File: config.mk
export PLATFORM = sky130hd
export DESIGN_NAME = alu_register_file_with_flags
export DESIGN_NICKNAME = d
export VERILOG_FILES = /design/src/hw/rtl/alurf_pkg.sv /design/src/hw/rtl/alurf_front.sv /design/src/hw/rtl/alurf_back.sv /design/src/hw/rtl/alu_register_file_with_flags.sv
export SDC_FILE = /design/constraint.sdc
export NUM_CORES = 1
export LEC_CHECK = 0
export ABC_AREA = 0
export BUFFER_PORTS_ARGS = -buffer_cell sky130_fd_sc_hd__buf_4
export CORE_MARGIN = 1.5
export CORE_UTILIZATION = 55
export DETAILED_ROUTE_END_ITERATION = 12
export PLACE_DENSITY = 0.71
export SLEW_MARGIN = 20
export SYNTH_ARGS = -nofsm -noshare
export SYNTH_HDL_FRONTEND = slang
export SYNTH_SLANG_ARGS = --single-unit
File: constraint.sdc
create_clock -name clk -period 8.34 [get_ports clk]
set_input_delay 2.085 -clock clk [delete_from_list [all_inputs] [get_ports clk]]
set_output_delay 2.085 -clock clk [all_outputs]
set_load 0.02 [all_outputs]
File: src/hw/rtl/alurf_pkg.sv
`default_nettype none
package alurf_pkg;

	// sizes of the register file and datapath
	localparam int NUM_REGS    = 8;
	localparam int DATA_WIDTH  = 32;
	localparam int REG_IDX_W   = $clog2(NUM_REGS);
	localparam int FIELD_IDX_W = 3;
	localparam int SHIFT_W     = 5;
	localparam int OPC_W       = 4;

	// front-to-back queue depth (power of two)
	localparam int QUEUE_DEPTH = 4;
	localparam int QPTR_W      = $clog2(QUEUE_DEPTH);
	localparam int QCNT_W      = $clog2(QUEUE_DEPTH + 1);

	// request opcodes
	localparam logic [OPC_W-1:0] REQ_ADD = 4'd0;
	localparam logic [OPC_W-1:0] REQ_AND = 4'd1;
	localparam logic [OPC_W-1:0] REQ_LSR = 4'd2;
	localparam logic [OPC_W-1:0] REQ_LSL = 4'd3;
	localparam logic [OPC_W-1:0] REQ_NOT = 4'd4;
	localparam logic [OPC_W-1:0] REQ_ORR = 4'd5;
	localparam logic [OPC_W-1:0] REQ_SUB = 4'd6;
	localparam logic [OPC_W-1:0] REQ_XOR = 4'd7;
	localparam logic [OPC_W-1:0] REQ_MOV = 4'd8;
	localparam logic [OPC_W-1:0] REQ_CMP = 4'd9;
	localparam logic [OPC_W-1:0] REQ_TST = 4'd10;

	typedef logic [REG_IDX_W-1:0]  idx_t;
	typedef logic [DATA_WIDTH-1:0] word_t;

	// function the back end carries out
	typedef enum logic [3:0] {
		FN_ADD,
		FN_AND,
		FN_LSR,
		FN_LSL,
		FN_NOT,
		FN_ORR,
		FN_SUB,
		FN_XOR,
		FN_MOV,
		FN_NONE
	} alu_fn_t;

	// classified item as held in the queue
	typedef struct packed {
		alu_fn_t             fn;
		logic                wr;
		logic                upd_nz;
		logic                upd_c;
		logic                upd_v;
		idx_t                dest;
		idx_t                raddr1;
		idx_t                raddr2;
		logic [SHIFT_W-1:0]  sh;
		word_t               imm;
	} qent_t;

	// register index folded into the file
	function automatic idx_t reg_index(input logic [FIELD_IDX_W-1:0] f);
		logic [FIELD_IDX_W-1:0] m;
		m = FIELD_IDX_W'(int'(f) % NUM_REGS);
		return idx_t'(m);
	endfunction

endpackage
`default_nettype wire

File: src/hw/rtl/alurf_front.sv
`default_nettype none
module alurf_front (
	input  wire logic                               clk,
	input  wire logic                               arst_n,
	input  wire logic                               push,
	output logic                                    full,
	input  wire logic [alurf_pkg::OPC_W-1:0]        req_type,
	input  wire logic                               set_flags,
	input  wire logic [alurf_pkg::FIELD_IDX_W-1:0]  dest_reg,
	input  wire logic [alurf_pkg::FIELD_IDX_W-1:0]  src_a_reg,
	input  wire logic [alurf_pkg::FIELD_IDX_W-1:0]  src_b_reg,
	input  wire logic [alurf_pkg::SHIFT_W-1:0]      shift_amount,
	input  wire logic [alurf_pkg::DATA_WIDTH-1:0]   immediate,
	output alurf_pkg::qent_t                        head,
	output logic                                    head_vld,
	input  wire logic                               head_pop
);
	import alurf_pkg::*;

	qent_t               ent;
	idx_t                d_idx;
	idx_t                a_idx;
	idx_t                b_idx;
	logic                acc;
	qent_t               mem_q [QUEUE_DEPTH];
	logic [QPTR_W-1:0]   wptr_q;
	logic [QPTR_W-1:0]   rptr_q;
	logic [QCNT_W-1:0]   cnt_q;

	assign d_idx = reg_index(dest_reg);
	assign a_idx = reg_index(src_a_reg);
	assign b_idx = reg_index(src_b_reg);

	// classify the incoming item
	always_comb begin
		ent        = '0;
		ent.fn     = FN_NONE;
		ent.dest   = d_idx;
		ent.raddr1 = a_idx;
		ent.raddr2 = b_idx;
		ent.sh     = shift_amount;
		ent.imm    = immediate;
		unique case (req_type)
			REQ_ADD, REQ_SUB: begin
				ent.fn     = (req_type == REQ_ADD) ? FN_ADD : FN_SUB;
				ent.wr     = 1'b1;
				ent.upd_nz = set_flags;
				ent.upd_c  = set_flags;
				ent.upd_v  = set_flags;
			end
			REQ_LSR, REQ_LSL: begin
				ent.fn     = (req_type == REQ_LSR) ? FN_LSR : FN_LSL;
				ent.wr     = 1'b1;
				ent.upd_nz = set_flags;
				ent.upd_c  = set_flags && (shift_amount != '0);
			end
			REQ_AND: begin
				ent.fn     = FN_AND;
				ent.wr     = 1'b1;
				ent.upd_nz = set_flags;
			end
			REQ_NOT: begin
				ent.fn     = FN_NOT;
				ent.wr     = 1'b1;
				ent.upd_nz = set_flags;
			end
			REQ_ORR: begin
				ent.fn     = FN_ORR;
				ent.wr     = 1'b1;
				ent.upd_nz = set_flags;
			end
			REQ_XOR: begin
				ent.fn     = FN_XOR;
				ent.wr     = 1'b1;
				ent.upd_nz = set_flags;
			end
			REQ_MOV: begin
				ent.fn     = FN_MOV;
				ent.wr     = 1'b1;
				ent.upd_nz = 1'b1;
			end
			REQ_CMP: begin
				ent.fn     = FN_SUB;
				ent.upd_nz = 1'b1;
				ent.upd_c  = 1'b1;
				ent.upd_v  = 1'b1;
				ent.raddr1 = d_idx;
				ent.raddr2 = a_idx;
			end
			REQ_TST: begin
				ent.fn     = FN_AND;
				ent.upd_nz = 1'b1;
				ent.raddr1 = d_idx;
				ent.raddr2 = a_idx;
			end
			default: begin
				ent.fn = FN_NONE;
			end
		endcase
	end

	// queue status
	assign full     = (cnt_q == QCNT_W'(QUEUE_DEPTH));
	assign head_vld = (cnt_q != '0);
	assign head     = mem_q[rptr_q];
	assign acc      = push && !full;

	// queue storage
	always_ff @(posedge clk) begin
		if (acc) begin
			mem_q[wptr_q] <= ent;
		end
	end

	// queue pointers and fill count
	always_ff @(posedge clk or negedge arst_n) begin
		if (!arst_n) begin
			wptr_q <= '0;
			rptr_q <= '0;
			cnt_q  <= '0;
		end else begin
			if (acc) begin
				wptr_q <= wptr_q + 1'b1;
			end
			if (head_pop) begin
				rptr_q <= rptr_q + 1'b1;
			end
			if (acc && !head_pop) begin
				cnt_q <= cnt_q + 1'b1;
			end else if (!acc && head_pop) begin
				cnt_q <= cnt_q - 1'b1;
			end
		end
	end

endmodule
`default_nettype wire

File: src/hw/rtl/alurf_back.sv
`default_nettype none
module alurf_back (
	input  wire logic                                clk,
	input  wire logic                                arst_n,
	input  wire alurf_pkg::qent_t                    head,
	input  wire logic                                head_vld,
	output logic                                     head_pop,
	output logic                                     empty,
	input  wire logic                                pop,
	output logic                                     wrote_reg,
	output logic [alurf_pkg::FIELD_IDX_W-1:0]        written_index,
	output logic [alurf_pkg::DATA_WIDTH-1:0]         result_value,
	output logic                                     flag_n,
	output logic                                     flag_z,
	output logic                                     flag_c,
	output logic                                     flag_v
);
	import alurf_pkg::*;

	// register file with per-entry valid bits (invalid reads as zero)
	word_t                 rf_q [NUM_REGS];
	logic [NUM_REGS-1:0]   rf_vld_q;

	// read stage
	logic                  vld_s1;
	qent_t                 ent_s1;
	word_t                 rd1_s1;
	word_t                 rd2_s1;
	logic                  rd1_ok_s1;
	logic                  rd2_ok_s1;
	logic                  fwd_vld_s1;
	idx_t                  fwd_idx_s1;
	word_t                 fwd_data_s1;

	// result register
	logic                  vld_s2;
	logic                  wr_s2;
	idx_t                  idx_s2;
	word_t                 res_s2;

	// architectural flags
	logic                  flag_n_q;
	logic                  flag_z_q;
	logic                  flag_c_q;
	logic                  flag_v_q;

	logic                  exec_fire;
	logic                  load_s1;
	word_t                 op1;
	word_t                 op2;
	logic [DATA_WIDTH:0]   sum;
	logic [DATA_WIDTH:0]   diff;
	logic [DATA_WIDTH:0]   shl;
	logic [DATA_WIDTH:0]   shr;
	word_t                 res;
	logic                  c_new;
	logic                  v_new;
	logic                  n_nxt;
	logic                  z_nxt;
	logic                  c_nxt;
	logic                  v_nxt;

	// stage handshakes
	assign exec_fire = vld_s1 && (!vld_s2 || pop);
	assign load_s1   = head_vld && (!vld_s1 || exec_fire);
	assign head_pop  = load_s1;

	// operand select with bypass of the write made alongside the read
	always_comb begin
		op1 = rd1_ok_s1 ? rd1_s1 : '0;
		op2 = rd2_ok_s1 ? rd2_s1 : '0;
		if (fwd_vld_s1 && (fwd_idx_s1 == ent_s1.raddr1)) begin
			op1 = fwd_data_s1;
		end
		if (fwd_vld_s1 && (fwd_idx_s1 == ent_s1.raddr2)) begin
			op2 = fwd_data_s1;
		end
	end

	// datapath
	assign sum  = {1'b0, op1} + {1'b0, op2};
	assign diff = {1'b0, op1} - {1'b0, op2};
	assign shl  = {1'b0, op1} << ent_s1.sh;
	assign shr  = {op1, 1'b0} >> ent_s1.sh;

	always_comb begin
		res   = '0;
		c_new = flag_c_q;
		v_new = flag_v_q;
		unique case (ent_s1.fn)
			FN_ADD: begin
				res   = sum[DATA_WIDTH-1:0];
				c_new = sum[DATA_WIDTH];
				v_new = (op1[DATA_WIDTH-1] == op2[DATA_WIDTH-1])
					&& (sum[DATA_WIDTH-1] != op1[DATA_WIDTH-1]);
			end
			FN_SUB: begin
				res   = diff[DATA_WIDTH-1:0];
				c_new = !diff[DATA_WIDTH];
				v_new = (op1[DATA_WIDTH-1] != op2[DATA_WIDTH-1])
					&& (diff[DATA_WIDTH-1] != op1[DATA_WIDTH-1]);
			end
			FN_LSR: begin
				res   = shr[DATA_WIDTH:1];
				c_new = shr[0];
			end
			FN_LSL: begin
				res   = shl[DATA_WIDTH-1:0];
				c_new = shl[DATA_WIDTH];
			end
			FN_AND: res = op1 & op2;
			FN_NOT: res = ~op1;
			FN_ORR: res = op1 | op2;
			FN_XOR: res = op1 ^ op2;
			FN_MOV: res = ent_s1.imm;
			FN_NONE: res = '0;
			default: res = '0;
		endcase
	end

	// flags after this item
	assign n_nxt = ent_s1.upd_nz ? res[DATA_WIDTH-1] : flag_n_q;
	assign z_nxt = ent_s1.upd_nz ? (res == '0) : flag_z_q;
	assign c_nxt = ent_s1.upd_c ? c_new : flag_c_q;
	assign v_nxt = ent_s1.upd_v ? v_new : flag_v_q;

	// register file write and registered reads
	always_ff @(posedge clk) begin
		if (exec_fire && ent_s1.wr) begin
			rf_q[ent_s1.dest] <= res;
		end
		if (load_s1) begin
			rd1_s1 <= rf_q[head.raddr1];
			rd2_s1 <= rf_q[head.raddr2];
		end
	end

	// read stage payload
	always_ff @(posedge clk) begin
		if (load_s1) begin
			ent_s1      <= head;
			fwd_idx_s1  <= ent_s1.dest;
			fwd_data_s1 <= res;
		end
	end

	// result payload
	always_ff @(posedge clk) begin
		if (exec_fire) begin
			wr_s2  <= ent_s1.wr;
			idx_s2 <= ent_s1.wr ? ent_s1.dest : '0;
			res_s2 <= res;
		end
	end

	// control state, valid bits and flags
	always_ff @(posedge clk or negedge arst_n) begin
		if (!arst_n) begin
			rf_vld_q   <= '0;
			vld_s1     <= 1'b0;
			rd1_ok_s1  <= 1'b0;
			rd2_ok_s1  <= 1'b0;
			fwd_vld_s1 <= 1'b0;
			vld_s2     <= 1'b0;
			flag_n_q   <= 1'b0;
			flag_z_q   <= 1'b0;
			flag_c_q   <= 1'b0;
			flag_v_q   <= 1'b0;
		end else begin
			if (load_s1) begin
				vld_s1     <= 1'b1;
				rd1_ok_s1  <= rf_vld_q[head.raddr1];
				rd2_ok_s1  <= rf_vld_q[head.raddr2];
				fwd_vld_s1 <= exec_fire && ent_s1.wr;
			end else if (exec_fire) begin
				vld_s1 <= 1'b0;
			end
			if (exec_fire) begin
				vld_s2   <= 1'b1;
				flag_n_q <= n_nxt;
				flag_z_q <= z_nxt;
				flag_c_q <= c_nxt;
				flag_v_q <= v_nxt;
				if (ent_s1.wr) begin
					rf_vld_q[ent_s1.dest] <= 1'b1;
				end
			end else if (pop) begin
				vld_s2 <= 1'b0;
			end
		end
	end

	// flags are captured with the result
	logic fn_s2;
	logic fz_s2;
	logic fc_s2;
	logic fv_s2;

	always_ff @(posedge clk) begin
		if (exec_fire) begin
			fn_s2 <= n_nxt;
			fz_s2 <= z_nxt;
			fc_s2 <= c_nxt;
			fv_s2 <= v_nxt;
		end
	end

	// result ports
	assign empty         = !vld_s2;
	assign wrote_reg     = wr_s2;
	assign written_index = FIELD_IDX_W'(idx_s2);
	assign result_value  = res_s2;
	assign flag_n        = fn_s2;
	assign flag_z        = fz_s2;
	assign flag_c        = fc_s2;
	assign flag_v        = fv_s2;

endmodule
`default_nettype wire

File: src/hw/rtl/alu_register_file_with_flags.sv
// an item pushed passes through the queue, the register read stage and execute
//   into the result register
// throughput: one item per cycle while pop is held high; a withheld pop stalls execute
// reset: queue and pipeline empty, all registers and N, Z, C, V flags read zero
`default_nettype none
module alu_register_file_with_flags (
	input  wire logic                               clk,
	input  wire logic                               arst_n,
	input  wire logic                               push,
	output logic                                    full,
	input  wire logic [alurf_pkg::OPC_W-1:0]        req_type,
	input  wire logic                               set_flags,
	input  wire logic [alurf_pkg::FIELD_IDX_W-1:0]  dest_reg,
	input  wire logic [alurf_pkg::FIELD_IDX_W-1:0]  src_a_reg,
	input  wire logic [alurf_pkg::FIELD_IDX_W-1:0]  src_b_reg,
	input  wire logic [alurf_pkg::SHIFT_W-1:0]      shift_amount,
	input  wire logic [alurf_pkg::DATA_WIDTH-1:0]   immediate,
	output logic                                    empty,
	input  wire logic                               pop,
	output logic                                    wrote_reg,
	output logic [alurf_pkg::FIELD_IDX_W-1:0]       written_index,
	output logic [alurf_pkg::DATA_WIDTH-1:0]        result_value,
	output logic                                    flag_n,
	output logic                                    flag_z,
	output logic                                    flag_c,
	output logic                                    flag_v
);
	import alurf_pkg::*;

	qent_t head;
	logic  head_vld;
	logic  head_pop;

	// decode and queue
	alurf_front u_front (
		.clk          (clk),
		.arst_n       (arst_n),
		.push         (push),
		.full         (full),
		.req_type     (req_type),
		.set_flags    (set_flags),
		.dest_reg     (dest_reg),
		.src_a_reg    (src_a_reg),
		.src_b_reg    (src_b_reg),
		.shift_amount (shift_amount),
		.immediate    (immediate),
		.head         (head),
		.head_vld     (head_vld),
		.head_pop     (head_pop)
	);

	// register file, execute and result register
	alurf_back u_back (
		.clk           (clk),
		.arst_n        (arst_n),
		.head          (head),
		.head_vld      (head_vld),
		.head_pop      (head_pop),
		.empty         (empty),
		.pop           (pop),
		.wrote_reg     (wrote_reg),
		.written_index (written_index),
		.result_value  (result_value),
		.flag_n        (flag_n),
		.flag_z        (flag_z),
		.flag_c        (flag_c),
		.flag_v        (flag_v)
	);

endmodule
`default_nettype wire

==> results.json <==
{
  "overflow": 0,
  "period_share": 0.9131,
  "grt_use_met3": 0.09904,
  "nets": 3345,
  "synth_seq_cells": 689,
  "holdCritPathClass": "register to register",
  "rsz0062_at_grt": "false",
  "end_kind": "register",
  "use_met2": 0.6392,
  "die_w_um": 273.2,
  "maxCapViolations": 0,
  "synth_nets": 3301,
  "drive_above_1_share": 0.2241,
  "initial_core_util": 0.5589,
  "drv_slew": 0,
  "totalWireLength_mm": 159.6,
  "drt-vias-per-instance": 7.460,
  "clkSlewWorstSetupHoldPaths_ns": 0.06,
  "setup_violations": 0,
  "grt_max_degree": 141,
  "die-area_sq_um": 74650,
  "ys_seq_area_frac": 0.5122,
  "hpwl_mm": 111.2,
  "fin_crit_ns": 7.615,
  "fp.dieH_um": 273.2,
  "top_register": "u_back.rf_q",
  "gp_congestion": 1.136,
  "num_rows": 98,
  "reg.largest.list": "u_back.rf_q: 256 flops, u_front.mem_q: 216 flops, u_back.ent_s1: 54 flops",
  "htree_levels": 3,
  "synth_top_area_share": 0.4972,
  "synth_ff_type": "edfxtp_1",
  "grt_pass1_wl_mm": 224.3,
  "start_kind": "register",
  "ios": 97,
  "final_antenna_net_count": 0,
  "cts_buffers": 71,
  "rr_worst_depth": 20,
  "fmax_mhz": 131.3,
  "routedWlPerCell_um": 38.03,
  "outcome": "finished, final reports clean",
  "cts_root_buffer": "clkbuf_16",
  "largest_reg_flops": 256,
  "finalSetupTns_ns": 0,
  "synthArstFlopShare": 0.03483,
  "ctsHoldBuffers": 0,
  "cts_resized": 0,
  "hold_path_depth": 2,
  "post_cts_buffers": 0,
  "critical_path_required_ns": 8.78,
  "globalRouteMet1Util": 0.5807,
  "grtUsageTotal": 0.4271,
  "hold_violations": 0,
  "slew_headroom": 0.05844,
  "grt_pass1_vias": 30072,
  "fill_cells": 5381,
  "vias": 31304,
  "synth_area_leaders": "edfxtp_1 (50%), mux4_2 (12%), mux2_2 (4.1%), mux2i_1 (3.4%), ha_1 (3.1%)",
  "core_area_sq_um": 71850,
  "yosysMostFrequentCell": "edfxtp_1",
  "yosys_warnings": 0,
  "cts.sinks": 689,
  "yosys.area.top_type": "edfxtp_1",
  "top_usage_layer": "met2",
  "synthCells": 3142,
  "synth_cell_types": 97,
  "drt_iter0_markers": 5199,
  "finClkSkew_ns": 0.03533,
  "route.detailed.drc": 0,
  "crit_type": "register to register",
  "worst_slew_pin_slew_ns": 1.402,
  "area_growth_pct": 10.00,
  "synth_edf_count": 665,
  "tritoncts": "done",
  "dr.pass1.iters": 8,
  "insertion_delay_ns": 0.65,
  "antenna_found_initial": 10,
  "synth_area_sq_um": 40160,
  "crit_fanout": 26,
  "portBuffers": 96,
  "synth_area_per_cell_sq_um": 12.78,
  "clockBufferDepth": 3,
  "cp.arrival_ns": 8.06,
  "synth_common_cells": "edfxtp_1 (665), nand2_1 (289), mux4_2 (216), nor2_1 (177), mux2_2 (146)"
}
critical path: stages, from the launching register on:
cell	delay (ns)
edfxtp_1	0.46
xnor2_1	0.49
and4_2	0.81
buf_4	0.35
buf_4	0.22
a21oi_1	0.08
buf_4	0.19
inv_1	0.08
ha_1	0.36
nand2_1	0.27
nor2_1	0.24
o2111ai_1	0.13
a21oi_1	0.50
nor3_1	0.17
nor4_1	0.47
nand4_1	0.22
buf_4	0.25
nand4b_1	0.43
nor4_1	0.72
nand4_1	0.55
o32ai_2	0.36
cell families after synthesis:
| kind of cell | after synthesis | share of synthesized area |
|---|---|---|
| buffers and inverters | 348 | 0.03791 |
| and+or+nand+nor | 789 | 0.09362 |
| DFF | 689 | 0.5122 |
| xor gates and xnor gates | 37 | 0.008256 |
| adders and majority gates | 104 | 0.03296 |
| AOI/OAI and AO/OA | 673 | 0.1171 |
| muxes | 502 | 0.1980 |
metal layers:
layer	vias up	share of wire
li1	12470	-
met1	15727	0.38
met2	2578	0.44
met3	519	0.12
met4	10	0.067
met5	-	0.00042
final timing paths:
path,startpoint,endpoint,slack [ns]
worst max-delay path,u_back.fwd_idx_s1[2],u_back.flag_z,0.73
worst min-delay path,u_back.flag_z_q,u_back.flag_z_q,0.50
worst max register to register,u_back.fwd_idx_s1[2],u_back.flag_z,0.73
worst min register to register,u_back.flag_z_q,u_back.flag_z_q,0.50
max in group asynchronous,arst_n,u_back.rd1_ok_s1,6.65
min in group asynchronous,arst_n,u_back.fwd_vld_s1,1.36
placed cells by master, fill, tap and decap left out, types with 20 or more instances in the layout:
master and count:
a221oi_1 26, nand2_1 289, nand3_1 45, mux2i_1 136
o21ai_0 124, nor2_1 175, buf_4 186, nor2b_1 27
inv_1 123, or2_2 23, and2_1 24, o22ai_1 39
dfrtp_1 20, nand2b_1 31, xnor2_1 21, a22oi_1 27
mux4_2 214, mux2_2 146, o221ai_1 23, nor3_1 47
ha_1 101, a211oi_1 41, clkbuf_16 72, a21oi_1 125
o211ai_1 36, edfxtp_1 665
through the flow:
stage	util	cells	area, sq um	setup WS, ns	hold slack, ns
2_1_floorplan	-	3142	40160	1.697	0.4515
3_3_place_gp	0.5831	4063	41900	1.453	0.4635
3_5_place_dp	0.5832	4063	41910	1.340	0.4872
4_1_cts	0.6145	4190	44150	1.283	0.5002
5_1_grt	0.6146	4190	44160	0.6299	0.5213
6_report	0.6149	4196	44180	0.7250	0.5000
cell type report:
type | instances | area, sq um | share of cell area
Antenna cell | 6 | 15.01 | 0.0003398
Inverter | 129 | 489.2 | 0.01107
Sequential cell | 689 | 20580 | 0.4658
Timing Repair Buffer | 190 | 1468 | 0.03322
Multi-Input combinational cell | 2105 | 18190 | 0.4118
Clock inverter | 36 | 375.4 | 0.008496
Clock buffer | 91 | 1873 | 0.04240
Tap cell | 950 | 1189 | 0.02690
Power is not shown: default switching activity piles up to over one toggle a cycle in this logic, so the estimate is an artifact.
